===== config.mk =====
export PLATFORM = sky130hd
export DESIGN_NAME = meter_frame_config_parser
export DESIGN_NICKNAME = d
export VERILOG_FILES = /design/src/design/mfcp_pkg.sv /design/src/design/mfcp_parser.sv /design/src/design/mfcp_out_queue.sv /design/src/design/meter_frame_config_parser.sv
export SDC_FILE = /design/constraint.sdc
export NUM_CORES = 1
export LEC_CHECK = 0
export BUFFER_PORTS_ARGS = -buffer_cell sky130_fd_sc_hd__clkbuf_2
export CAP_MARGIN = 10
export CELL_PAD_IN_SITES_DETAIL_PLACEMENT = 1
export CELL_PAD_IN_SITES_GLOBAL_PLACEMENT = 2
export CORE_MARGIN = 4
export CORE_UTILIZATION = 45
export CTS_BUF_LIST = sky130_fd_sc_hd__clkbuf_4
export DETAILED_ROUTE_END_ITERATION = 10
export PLACE_DENSITY_LB_ADDON = 0.12
export RECOVER_POWER = 100
export SYNTH_ARGS = -nofsm -noshare
export SYNTH_HDL_FRONTEND = slang
export SYNTH_SLANG_ARGS = --single-unit

===== constraint.sdc =====
create_clock -name clk -period 10.3 [get_ports clk]
set_input_delay 0 -clock clk [delete_from_list [all_inputs] [get_ports clk]]
set_output_delay 0 -clock clk [all_outputs]
set_load 0.01 [all_outputs]

===== src/design/mfcp_pkg.sv =====
`timescale 1ns / 1ps
// ----------------------------------------------------------------------------
// mfcp_pkg: shared types and constants of the meter frame config parser
// Character codes, stream widths and the structs passed between stages.
// ----------------------------------------------------------------------------
package mfcp_pkg;

    localparam logic [7:0] CH_DOLLAR = 8'h24;
    localparam logic [7:0] CH_COMMA  = 8'h2C;
    localparam logic [7:0] CH_F      = 8'h46;
    localparam logic [7:0] CH_ZERO   = 8'h30;
    localparam logic [7:0] CH_ONE    = 8'h31;
    localparam logic [7:0] CH_FIVE   = 8'h35;

    localparam logic [7:0] METER_COUNT_RESET = 8'd16;

    localparam logic KIND_FRAME = 1'b0;
    localparam logic KIND_DONE  = 1'b1;

    localparam int IN_DATA_W  = 8;
    localparam int OUT_DATA_W = 56;
    localparam int OUT_USER_W = 1;

    // Parser state carried from byte to byte
    typedef struct packed {
        logic        seen_dollar;
        logic        stopped;
        logic        in_first;
        logic [3:0]  char_pos;
        logic [7:0]  tag_char;
        logic [7:0]  frame_digit;
        logic [7:0]  id_first;
        logic [15:0] start_acc;
        logic [15:0] count_acc;
        logic [7:0]  cur_meter;
        logic [1:0]  frames_seen;
        logic        locked;
    } parse_state_t;

    // Results caused by one input word: an optional table write, then an
    // optional end-of-message word.
    typedef struct packed {
        logic        has_frame;
        logic [7:0]  meter_slot;
        logic [2:0]  frame_slot;
        logic [15:0] start_address;
        logic [15:0] data_count;
        logic        write_frame_count;
        logic [2:0]  frame_count;
        logic        has_done;
        logic [7:0]  next_meter;
    } result_pair_t;

endpackage


===== src/design/mfcp_parser.sv =====
`timescale 1ns / 1ps
// ----------------------------------------------------------------------------
// mfcp_parser: per-byte parse step
// Holds the parse state and works out, for each accepted byte, the next
// state and the result words that byte causes.
// ----------------------------------------------------------------------------
module mfcp_parser (
    input  logic                   clk,
    input  logic                   rst_n,
    input  logic                   in_accept,
    input  logic [7:0]             rx_byte,
    input  logic                   end_of_message,
    input  logic [7:0]             meter_count,
    output logic                   push,
    output mfcp_pkg::result_pair_t push_pair
);
    import mfcp_pkg::*;

    // Idle parse state: waiting for '$', first token next
    localparam parse_state_t STATE_RESET = '{
        seen_dollar: 1'b0,
        stopped:     1'b0,
        in_first:    1'b1,
        char_pos:    4'd0,
        tag_char:    8'd0,
        frame_digit: 8'd0,
        id_first:    8'd0,
        start_acc:   16'd0,
        count_acc:   16'd0,
        cur_meter:   8'd0,
        frames_seen: 2'd0,
        locked:      1'b0
    };

    parse_state_t state_reg;
    parse_state_t state_next;

    function automatic logic [7:0] x10_8(input logic [7:0] x);
        x10_8 = {x[4:0], 3'b000} + {x[6:0], 1'b0};
    endfunction

    function automatic logic [15:0] x10_16(input logic [15:0] x);
        x10_16 = {x[12:0], 3'b000} + {x[14:0], 1'b0};
    endfunction

    function automatic parse_state_t take_char(input parse_state_t s,
                                               input logic [7:0] c,
                                               input logic [7:0] mc);
        parse_state_t r;
        logic [7:0]   d;
        logic [7:0]   id;
        r  = s;
        d  = c - CH_ZERO;
        id = x10_8(s.id_first - CH_ZERO) + d;
        case (s.char_pos)
            4'd0:
            begin
                r.tag_char  = c;
                r.start_acc = '0;
                r.count_acc = '0;
            end
            4'd1:
            begin
                r.frame_digit = c;
                r.id_first    = c;
            end
            4'd2:
            begin
                if (s.in_first && id != 8'd0 && id <= mc)
                begin
                    r.cur_meter   = id;
                    r.frames_seen = 2'd0;
                    r.locked      = 1'b0;
                end
            end
            default:
            begin
            end
        endcase
        // digit value wraps at 16 bits, so a character below '0' subtracts
        if (s.char_pos >= 4'd3 && s.char_pos <= 4'd7)
            r.start_acc = x10_16(s.start_acc) + {8'd0, c} - {8'd0, CH_ZERO};
        if (s.char_pos >= 4'd9 && s.char_pos <= 4'd13)
            r.count_acc = x10_16(s.count_acc) + {8'd0, c} - {8'd0, CH_ZERO};
        if (s.char_pos != 4'd15)
            r.char_pos = s.char_pos + 4'd1;
        return r;
    endfunction

    function automatic parse_state_t end_token(input  parse_state_t s,
                                               input  logic [7:0]   mc,
                                               output logic         hit,
                                               output logic [2:0]   fk,
                                               output logic         wfc);
        parse_state_t r;
        r   = s;
        hit = 1'b0;
        fk  = s.frame_digit[2:0] - 3'd0;
        wfc = 1'b0;
        if (s.in_first)
            r.in_first = 1'b0;
        else if (s.char_pos >= 4'd14 && s.tag_char == CH_F
                 && s.frame_digit >= CH_ONE && s.frame_digit <= CH_FIVE
                 && s.cur_meter != 8'd0 && s.cur_meter <= mc)
        begin
            hit = 1'b1;
            fk  = s.frame_digit[2:0];  // '1'..'5' low bits are 1..5
            if (fk == 3'd1 && s.frames_seen != 2'd0)
                r.locked = 1'b1;
            if (s.frames_seen != 2'd2)
                r.frames_seen = s.frames_seen + 2'd1;
            wfc = ~r.locked;
        end
        r.char_pos = 4'd0;
        return r;
    endfunction

    always_comb
    begin
        parse_state_t s1;
        logic         hit_a;
        logic         hit_b;
        logic [2:0]   fk_a;
        logic [2:0]   fk_b;
        logic         wfc_a;
        logic         wfc_b;

        s1    = state_reg;
        hit_a = 1'b0;
        hit_b = 1'b0;
        fk_a  = 3'd0;
        fk_b  = 3'd0;
        wfc_a = 1'b0;
        wfc_b = 1'b0;

        if (!state_reg.stopped)
        begin
            if (rx_byte == 8'd0)
            begin
                if (state_reg.seen_dollar)
                    s1 = end_token(s1, meter_count, hit_a, fk_a, wfc_a);
                s1.stopped = 1'b1;
            end
            else if (!state_reg.seen_dollar)
            begin
                if (rx_byte == CH_DOLLAR)
                begin
                    s1.seen_dollar = 1'b1;
                    s1 = take_char(s1, rx_byte, meter_count);
                end
            end
            else if (rx_byte == CH_COMMA)
                s1 = end_token(s1, meter_count, hit_a, fk_a, wfc_a);
            else
                s1 = take_char(s1, rx_byte, meter_count);
        end

        if (end_of_message)
        begin
            if (s1.seen_dollar && !s1.stopped)
                s1 = end_token(s1, meter_count, hit_b, fk_b, wfc_b);
            s1.seen_dollar = 1'b0;
            s1.stopped     = 1'b0;
            s1.in_first    = 1'b1;
            s1.char_pos    = 4'd0;
        end

        state_next = s1;

        // At most one of the two token ends can hit within one byte
        push_pair.has_frame         = hit_a | hit_b;
        push_pair.meter_slot        = s1.cur_meter - 8'd1;
        push_pair.frame_slot        = (hit_a ? fk_a : fk_b) - 3'd1;
        push_pair.start_address     = s1.start_acc;
        push_pair.data_count        = s1.count_acc;
        push_pair.write_frame_count = hit_a ? wfc_a : wfc_b;
        push_pair.frame_count       = hit_a ? fk_a : fk_b;
        push_pair.has_done          = end_of_message;
        push_pair.next_meter        = (s1.cur_meter >= meter_count)
                                      ? 8'd1 : s1.cur_meter + 8'd1;
        push = in_accept & (hit_a | hit_b | end_of_message);
    end

    always_ff @(posedge clk or negedge rst_n)
    begin
        if (!rst_n)
            state_reg <= STATE_RESET;
        else if (in_accept)
            state_reg <= state_next;
    end

endmodule


===== src/design/mfcp_out_queue.sv =====
`timescale 1ns / 1ps
// ----------------------------------------------------------------------------
// mfcp_out_queue: two-entry result queue and word serializer
// Stores result pairs and sends them out one word per handshake.
// ----------------------------------------------------------------------------
module mfcp_out_queue (
    input  logic                   clk,
    input  logic                   rst_n,
    input  logic                   push,
    input  mfcp_pkg::result_pair_t push_pair,
    output logic                   not_full,
    output logic                   m_tvalid,
    input  logic                   m_tready,
    output logic [mfcp_pkg::OUT_DATA_W-1:0] m_tdata,
    output logic [mfcp_pkg::OUT_USER_W-1:0] m_tuser,
    output logic                   m_tlast
);
    import mfcp_pkg::*;

    result_pair_t mem [2];
    logic         wr_ptr_reg;
    logic         rd_ptr_reg;
    logic [1:0]   cnt_reg;
    logic         half_reg;    // frame word of head entry already sent
    result_pair_t head;
    logic         send_frame;
    logic         pop;
    logic         take;

    assign head       = mem[rd_ptr_reg];
    assign send_frame = head.has_frame & ~half_reg;
    assign m_tvalid   = cnt_reg != 2'd0;
    assign take       = m_tvalid & m_tready;
    assign pop        = take & (~send_frame | ~head.has_done);
    assign not_full   = cnt_reg != 2'd2;

    always_comb
    begin
        m_tdata = '0;
        if (send_frame)
        begin
            m_tdata[7:0]   = head.meter_slot;
            m_tdata[10:8]  = head.frame_slot;
            m_tdata[26:11] = head.start_address;
            m_tdata[42:27] = head.data_count;
            m_tdata[43]    = head.write_frame_count;
            m_tdata[46:44] = head.frame_count;
            m_tuser        = KIND_FRAME;
            m_tlast        = 1'b0;
        end
        else
        begin
            m_tdata[54:47] = head.next_meter;
            m_tuser        = KIND_DONE;
            m_tlast        = 1'b1;
        end
    end

    always_ff @(posedge clk)
    begin
        if (push)
            mem[wr_ptr_reg] <= push_pair;
    end

    always_ff @(posedge clk or negedge rst_n)
    begin
        if (!rst_n)
        begin
            wr_ptr_reg <= 1'b0;
            rd_ptr_reg <= 1'b0;
            cnt_reg    <= 2'd0;
            half_reg   <= 1'b0;
        end
        else
        begin
            if (push)
                wr_ptr_reg <= ~wr_ptr_reg;
            if (pop)
                rd_ptr_reg <= ~rd_ptr_reg;
            cnt_reg <= cnt_reg + {1'b0, push} - {1'b0, pop};
            if (pop)
                half_reg <= 1'b0;
            else if (take)
                half_reg <= 1'b1;
        end
    end

endmodule


===== src/design/meter_frame_config_parser.sv =====
`timescale 1ns / 1ps
// ----------------------------------------------------------------------------
// meter_frame_config_parser: turns meter config messages into table writes
// Top level: config register, byte parser and output queue.
// ----------------------------------------------------------------------------
// Usage:
//   Input stream (s_*): one message byte per word in s_tdata, s_tlast on the
//   last byte of the message. One byte is taken per cycle while s_tready.
//   Output stream (m_*): m_tuser is the kind (0 table write, 1 message
//   finished). A message ends with exactly one kind 1 word, with m_tlast
//   set and the next meter id to poll.
//   cfg_we/cfg_wdata write meter_count; write it only while the block idles.
// Output: each taken byte's results enter the result queue and leave it
//   in order. A byte yields zero, one or two words.
// Throughput: one byte per cycle while s_tready is high. A byte that yields
//   two words (a table write and the end word) takes two output handshakes;
//   the two-entry result queue absorbs this; s_tready drops only when full.
// Reset: parse state cleared, current meter 0, meter_count 16, queue empty.
// Stall: with m_tready low, up to two pending byte results queue; then
//   s_tready goes low until a queue entry drains.
// ----------------------------------------------------------------------------
module meter_frame_config_parser (
    input  logic                                clk,
    input  logic                                rst_n,
    // s_tdata: [7:0] rx_byte; s_tlast: end_of_message
    input  logic                                s_tvalid,
    output logic                                s_tready,
    input  logic [mfcp_pkg::IN_DATA_W-1:0]      s_tdata,
    input  logic                                s_tlast,
    // m_tdata: [7:0] meter_slot, [10:8] frame_slot, [26:11] start_address,
    //          [42:27] data_count, [43] write_frame_count,
    //          [46:44] frame_count, [54:47] next_meter, [55] zero
    // m_tuser: [0] kind; m_tlast: last
    output logic                                m_tvalid,
    input  logic                                m_tready,
    output logic [mfcp_pkg::OUT_DATA_W-1:0]     m_tdata,
    output logic [mfcp_pkg::OUT_USER_W-1:0]     m_tuser,
    output logic                                m_tlast,
    // meter_count register
    input  logic                                cfg_we,
    input  logic [7:0]                          cfg_wdata
);
    import mfcp_pkg::*;

    logic [7:0]   meter_count_reg;
    logic         in_accept;
    logic         push;
    result_pair_t push_pair;
    logic         not_full;

    // Queue has room for one more byte's results
    assign s_tready  = not_full;
    assign in_accept = s_tvalid & s_tready;

    always_ff @(posedge clk or negedge rst_n)
    begin
        if (!rst_n)
            meter_count_reg <= METER_COUNT_RESET;
        else if (cfg_we)
            meter_count_reg <= cfg_wdata;
    end

    // Parse state updates on every taken byte
    mfcp_parser u_parser (
        .clk            (clk),
        .rst_n          (rst_n),
        .in_accept      (in_accept),
        .rx_byte        (s_tdata),
        .end_of_message (s_tlast),
        .meter_count    (meter_count_reg),
        .push           (push),
        .push_pair      (push_pair)
    );

    // Results leave one word per handshake
    mfcp_out_queue u_out (
        .clk       (clk),
        .rst_n     (rst_n),
        .push      (push),
        .push_pair (push_pair),
        .not_full  (not_full),
        .m_tvalid  (m_tvalid),
        .m_tready  (m_tready),
        .m_tdata   (m_tdata),
        .m_tuser   (m_tuser),
        .m_tlast   (m_tlast)
    );

endmodule


-- Word level (Yosys, flattened, before mapping)
Memory sizes are Yosys's and may differ from the RTL's.
Cells that the tools add are included.
Widths: inputs -> output; s select.
- register bits: 87
- memory bits (writable): 114
- input bits: 22
- output and inout bits: 60
- word-level logic and storage cells: 185
- memories: 1
- memories (name ; words ; width ; rd ports ; clocked after memory_dff ; wr ports ; line ; source):
    u_out.mem ; 2 ; 57 ; 1 ; 0 ; 1 ; mfcp_out_queue.sv:20 ; result_pair_t mem [2];
- add/sub/neg operators: 18
- magnitude comparators: 14
- eq/ne operators: 12
- mux-type cells: 80
- bitwise operators: 16
- reductions and logical operators: 27
- operators by type and width (kind ; count):
    $mux 74 ; 6
    $mux 72 ; 1
    $mux 16 ; 3
    $mux 47 ; 1
    $mux 1 ; 45
    $mux 3 ; 15
    $add 16x16->16 ; 2
    $add 16x8->16 ; 2
    $mux 32 ; 1
    $sub 16x6->16 const B ; 2
    $le 8x8->1 ; 3
    $mux 8 ; 3
    $reduce_bool 8->1 ; 3
    $mux 11 ; 2
    $logic_and 1x1->1 ; 17
    $add 8x8->8 ; 2
    $eq 8x6->1 const B ; 2
    $eq 8x7->1 const B ; 2
    $ge 8x6->1 const B ; 2
    $le 8x6->1 const B ; 2
    $ge 4x4->1 const B ; 3
    $add 8x1->8 const B ; 1
    $ge 8x8->1 ; 1
    $logic_not 8->1 ; 1
    24 further kinds ; 45

-- Depth between registers and ports, before layout
- word-level depth: 34
- depth in mapped cells: 27

-- Cells and area by module
From an unflattened synthesis, not the netlist that was laid out.
- cells, all modules: 1170
- area, all modules: 12673.4 µm²
- by module, submodules not included (module ; times used ; cells an instance ; area each (µm²) ; sequential area each (µm²)):
    mfcp_parser ; 1 ; 886 ; 7761.2 ; 1828.0
    mfcp_out_queue ; 1 ; 266 ; 4573.1 ; 3548.4
    meter_frame_config_parser ; 1 ; 18 ; 339.1 ; 201.4

-- Worst setup path before layout
No wires, ideal clock.
- path kind: flip-flop to flip-flop
- from: register u_parser.state_reg[43] in the netlist's numbering
- to: memory u_out.mem[0][12] in the netlist's numbering (data pin)
- setup time: 184 ps
- arrival time: 5724 ps
- required time: 10116 ps
- path slack: 4393 ps
- stages on the path, launching flop included: 24
- path buffers: 1
- path through: dfrtp_1 -> fa_1 -> fa_1 -> ha_1 -> a21o_1 -> a21oi_1 -> xor2_1 -> inv_1 -> ha_1 -> nand4_1 -> o21a_1 -> nor3_1 -> nand3_2 -> buf_6 -> mux2_4 -> ha_1 -> a21o_1 -> a21o_1 -> a21oi_1 -> a21o_1 -> nand4_1 -> nor4_2 -> nand3b_1 -> a211oi_1
- RTL lines (element ; line ; source):
    start: declaration ; mfcp_parser.sv:35 ; parse_state_t state_reg;
    start signal: assignment ; mfcp_parser.sv:189 ; state_reg <= state_next;
    end: declaration ; mfcp_out_queue.sv:20 ;

==> run metrics <==
status=finished with violations; failing checks=max-capacitance violations, max-slew violations; Routed WL per cell=19.3 µm; r2r setup slk=2.66 ns; worst reg2reg startpoint=u_parser.state_reg[43]; synth unique cells=75; initial antenna violation count=1; min-delay src=m_tready; maximum root-to-sink buffer count=2; Clock power frac=12.8%; Seq/Total Area, Yosys=45.9%; type of the tightest min-delay check=in -> reg; post-DR vias/cell=5.46; top cells by area, synth=edfxtp_1 28%, dfrtp_1 17%, ha_1 12%; Cell Rows=59; Vias=8,823; P_int=0.00204 W; post-synthesis instance total=1,161; # clock sinks=200; max_slew headroom=-206%; Synth Flop Type=edfxtp_1; non-filler cells, final=1,615; CTS Buf Count=17; Leakage=5.94 nW; TritonRoute pass-1 iters=4; Setup-failing EPs final=0; fin crit period=7.64 ns; Max VDD drop=202 µV; chip width=172 µm; Synth area leader=edfxtp_1; crit path from=u_parser.state_reg[43]; Comb power frac=57.1%; Pwr per Cell Area=271 nW/µm²; Synth Register Bits=200; die area=29,700 µm²; gp weighted congestion=0.820; Synth top area share=28.2%; crit path max fanout=13; # nets final=1,423; Fmax achieved=131 MHz; area grow syn2layout=10.8%; port bufs=80; maxcap violations=9; TritonCTS clock tree=done; Flop pwr share=30.1%; DP HPWL=22,400 µm; syn_area_per_cell=10.5 µm²; CTS H-Tree Depth=4; fin util=51.2%; Placed Instances=1,544; Final Hold Fails=0; critical path endpoint=u_out.mem[0][12]; Post-Route WL=31,200 µm; kind of critical path=reg -> reg; first-pass GRT wire length=50,400 µm; Top Ports=82; latest clock arrival within the worst-skew pair=0.61 ns; max-slew violations=330; Pwr Total=0.00365 W; global route overflow=0; total track usage=21.8%; sw frac=44.2%; max FFs per register=114; setup repair after global routing missed its margin=no; syn_nets=1,318; R2R depth=23; Filler cells=2,916; First DRT Iteration DRCs=438; Core ar.=26,300 µm²; RR Endpoint=u_out.mem[0][12]; Residual DRC=0; Synth Cell Area=12,200 µm²; Crit. End Element=register; Clock Skews=0.0405 ns; layout cells sized above 1=6.33%; Arrival @ worst endpoint=8.04 ns; hold path depth=4; TNS Setup=0 ns; asr flop ratio synth=43.0%; Sw Pwr=0.00161 W; number of synthesized flops with an enable pin=114; number of global-route vias before repair=9,241; measured slew at the worst slew-check pin=4.58 ns; DIE HEIGHT=172 µm; Worst Path Required=10.70 ns; Clock transition at path regs=0.17 ns; Antenna Nets Post-Route=0; CTS Root Cell=clkbuf_4; Final Cycle Share=74.2%; largest net degree at the start of global routing=57; initial core utilization=46.3%; CP startpoint kind=register; Ys Warns=0
## cells by family after synthesis
group | synth area share [%]
simple gates | 13.1
flops | 45.9
compound gates | 10.5
buf+inv | 5.01
fa+ha+maj | 14.9
mux | 6.78
xor+xnor | 3.72
other cells | 0.0309
## synthesized netlist by cell type, types with 4 or more instances
master,instances
and2_1,4
or2_2,6
inv_1,111
nor2b_1,6
xor2_1,11
mux2i_1,73
o31ai_1,4
buf_1,8
nand2_1,131
and3_1,5
nor4_1,8
fa_1,17
o21a_1,10
nor2_1,114
a31oi_1,9
edfxtp_1,114
nor3_1,14
a22o_1,26
o21bai_1,4
xnor2_1,38
a21oi_1,35
o211ai_1,5
o21ai_0,60
a21o_1,12
clkbuf_1,31
mux2_2,7
nand3b_1,4
nand2b_1,5
nand4_1,12
dfrtp_1,84
ha_1,118
nand3_1,13
## power by group through the flow
stage               Sequential [W]  Clock (W)  Combinational [W]
floorplan                  0.00109          0            0.00154
global placement           0.00111          0            0.00203
detailed placement         0.00112          0            0.00209
CTS                        0.00110   0.000485            0.00211
global route               0.00112   0.000517            0.00236
finish                     0.00110   0.000467            0.00209
## per-stage QoR
| step | setup slack (ns) | area (µm²) | hold slack (ns) |
|---|---|---|---|
| floorplan | 4.39 | 12200 | -0.296 |
| global placement | 3.61 | 12900 | 0.120 |
| detailed placement | 3.27 | 12900 | 0.128 |
| CTS | 3.23 | 13600 | 0.153 |
| global route | 2.13 | 13500 | 0.156 |
| finish | 2.66 | 13500 | 0.222 |
## metal layers
| layer | share of wire, % | GRT usage, % |
|---|---|---|
| met1 | 47 | 29.7 |
| met2 | 49 | 37.5 |
| met3 | 1.8 | 2.38 |
| met4 | 1.4 | 5.02 |
| met5 | 0 | 0 |
## critical path: stages, from the launching register on
cell      delay (ns)
dfrtp_1         0.45
fa_1            0.44
fa_1            0.53
ha_1            0.31
a21o_1          0.18
a21oi_1         0.16
xor2_1          0.42
inv_1           0.09
ha_1            0.32
nand4_1         0.12
o21a_1          0.19
nor3_1          0.42
nand3_1         0.61
mux2i_1         0.85
ha_1            0.28
nor2b_1         0.05
o21a_1          0.16
o21a_1          0.16
o21bai_1        0.17
a21o_1          0.16
nand4_1         0.10
nor4_1          0.78
nand3b_1        0.14
a211oi_1        0.35
## timing repair
| action | 4_1_cts | 5_1_grt |
|---|---|---|
| hold buffers | 38 | 0 |
| resized for setup | 0 | 0 |
| setup buffers | 0 | 0 |
| endpoints found under the hold margin | 110 | 0 |
## how the worst min path moves through the flow
stage | end | slack (ns)
floorplan | meter_count_reg[0] | -0.30
global placement | meter_count_reg[0] | 0.12
detailed placement | u_parser.state_reg[42] | 0.13
CTS | u_out.half_reg | 0.15
global route | u_out.half_reg | 0.16
finish | u_out.half_reg | 0.22
## cell usage in the layout (no fill, tap or decap), types with 5 or more instances in the layout
master         synthesis  layout
nand2_1              131     131
ha_1                 118     118
nor2_1               114     114
edfxtp_1             114     114
inv_1                111     111
dfrtp_1               84      83
mux2i_1               73      73
clkbuf_1              31      68
o21ai_0               60      62
xnor2_1               38      38
dlygate4sd3_1          0      37
a21oi_1               35      35
a22o_1                26      26
clkbuf_2               0      21
fa_1                  17      17
clkbuf_4               0      17
nor3_1                14      15
nand3_1               13      14
nand4_1               12      12
a21o_1                12      12
xor2_1                11      11
nor4_1                 8      10
o21a_1                10      10
a31oi_1                9       9
clkinv_8               0       7
nor2b_1                6       6
mux2_2                 7       6
or2_2                  6       5
o211ai_1               5       5
nand2b_1               5       5
and3_1                 5       5
## area by class of cell
class / count / area [µm²] / area share [%]
Tap cell: 335 / 419 / 3.11
Clock buffer: 17 / 128 / 0.948
Sequential cell: 200 / 5580 / 41.4
Timing Repair Buffer: 130 / 761 / 5.65
Inverter: 112 / 420 / 3.12
Clock inverter: 15 / 221 / 1.64
Antenna cell: 1 / 2.50 / 0.0186
Multi-Input combinational cell: 805 / 5930 / 44.1
Note: power is estimated with default switching activity, not from simulation.
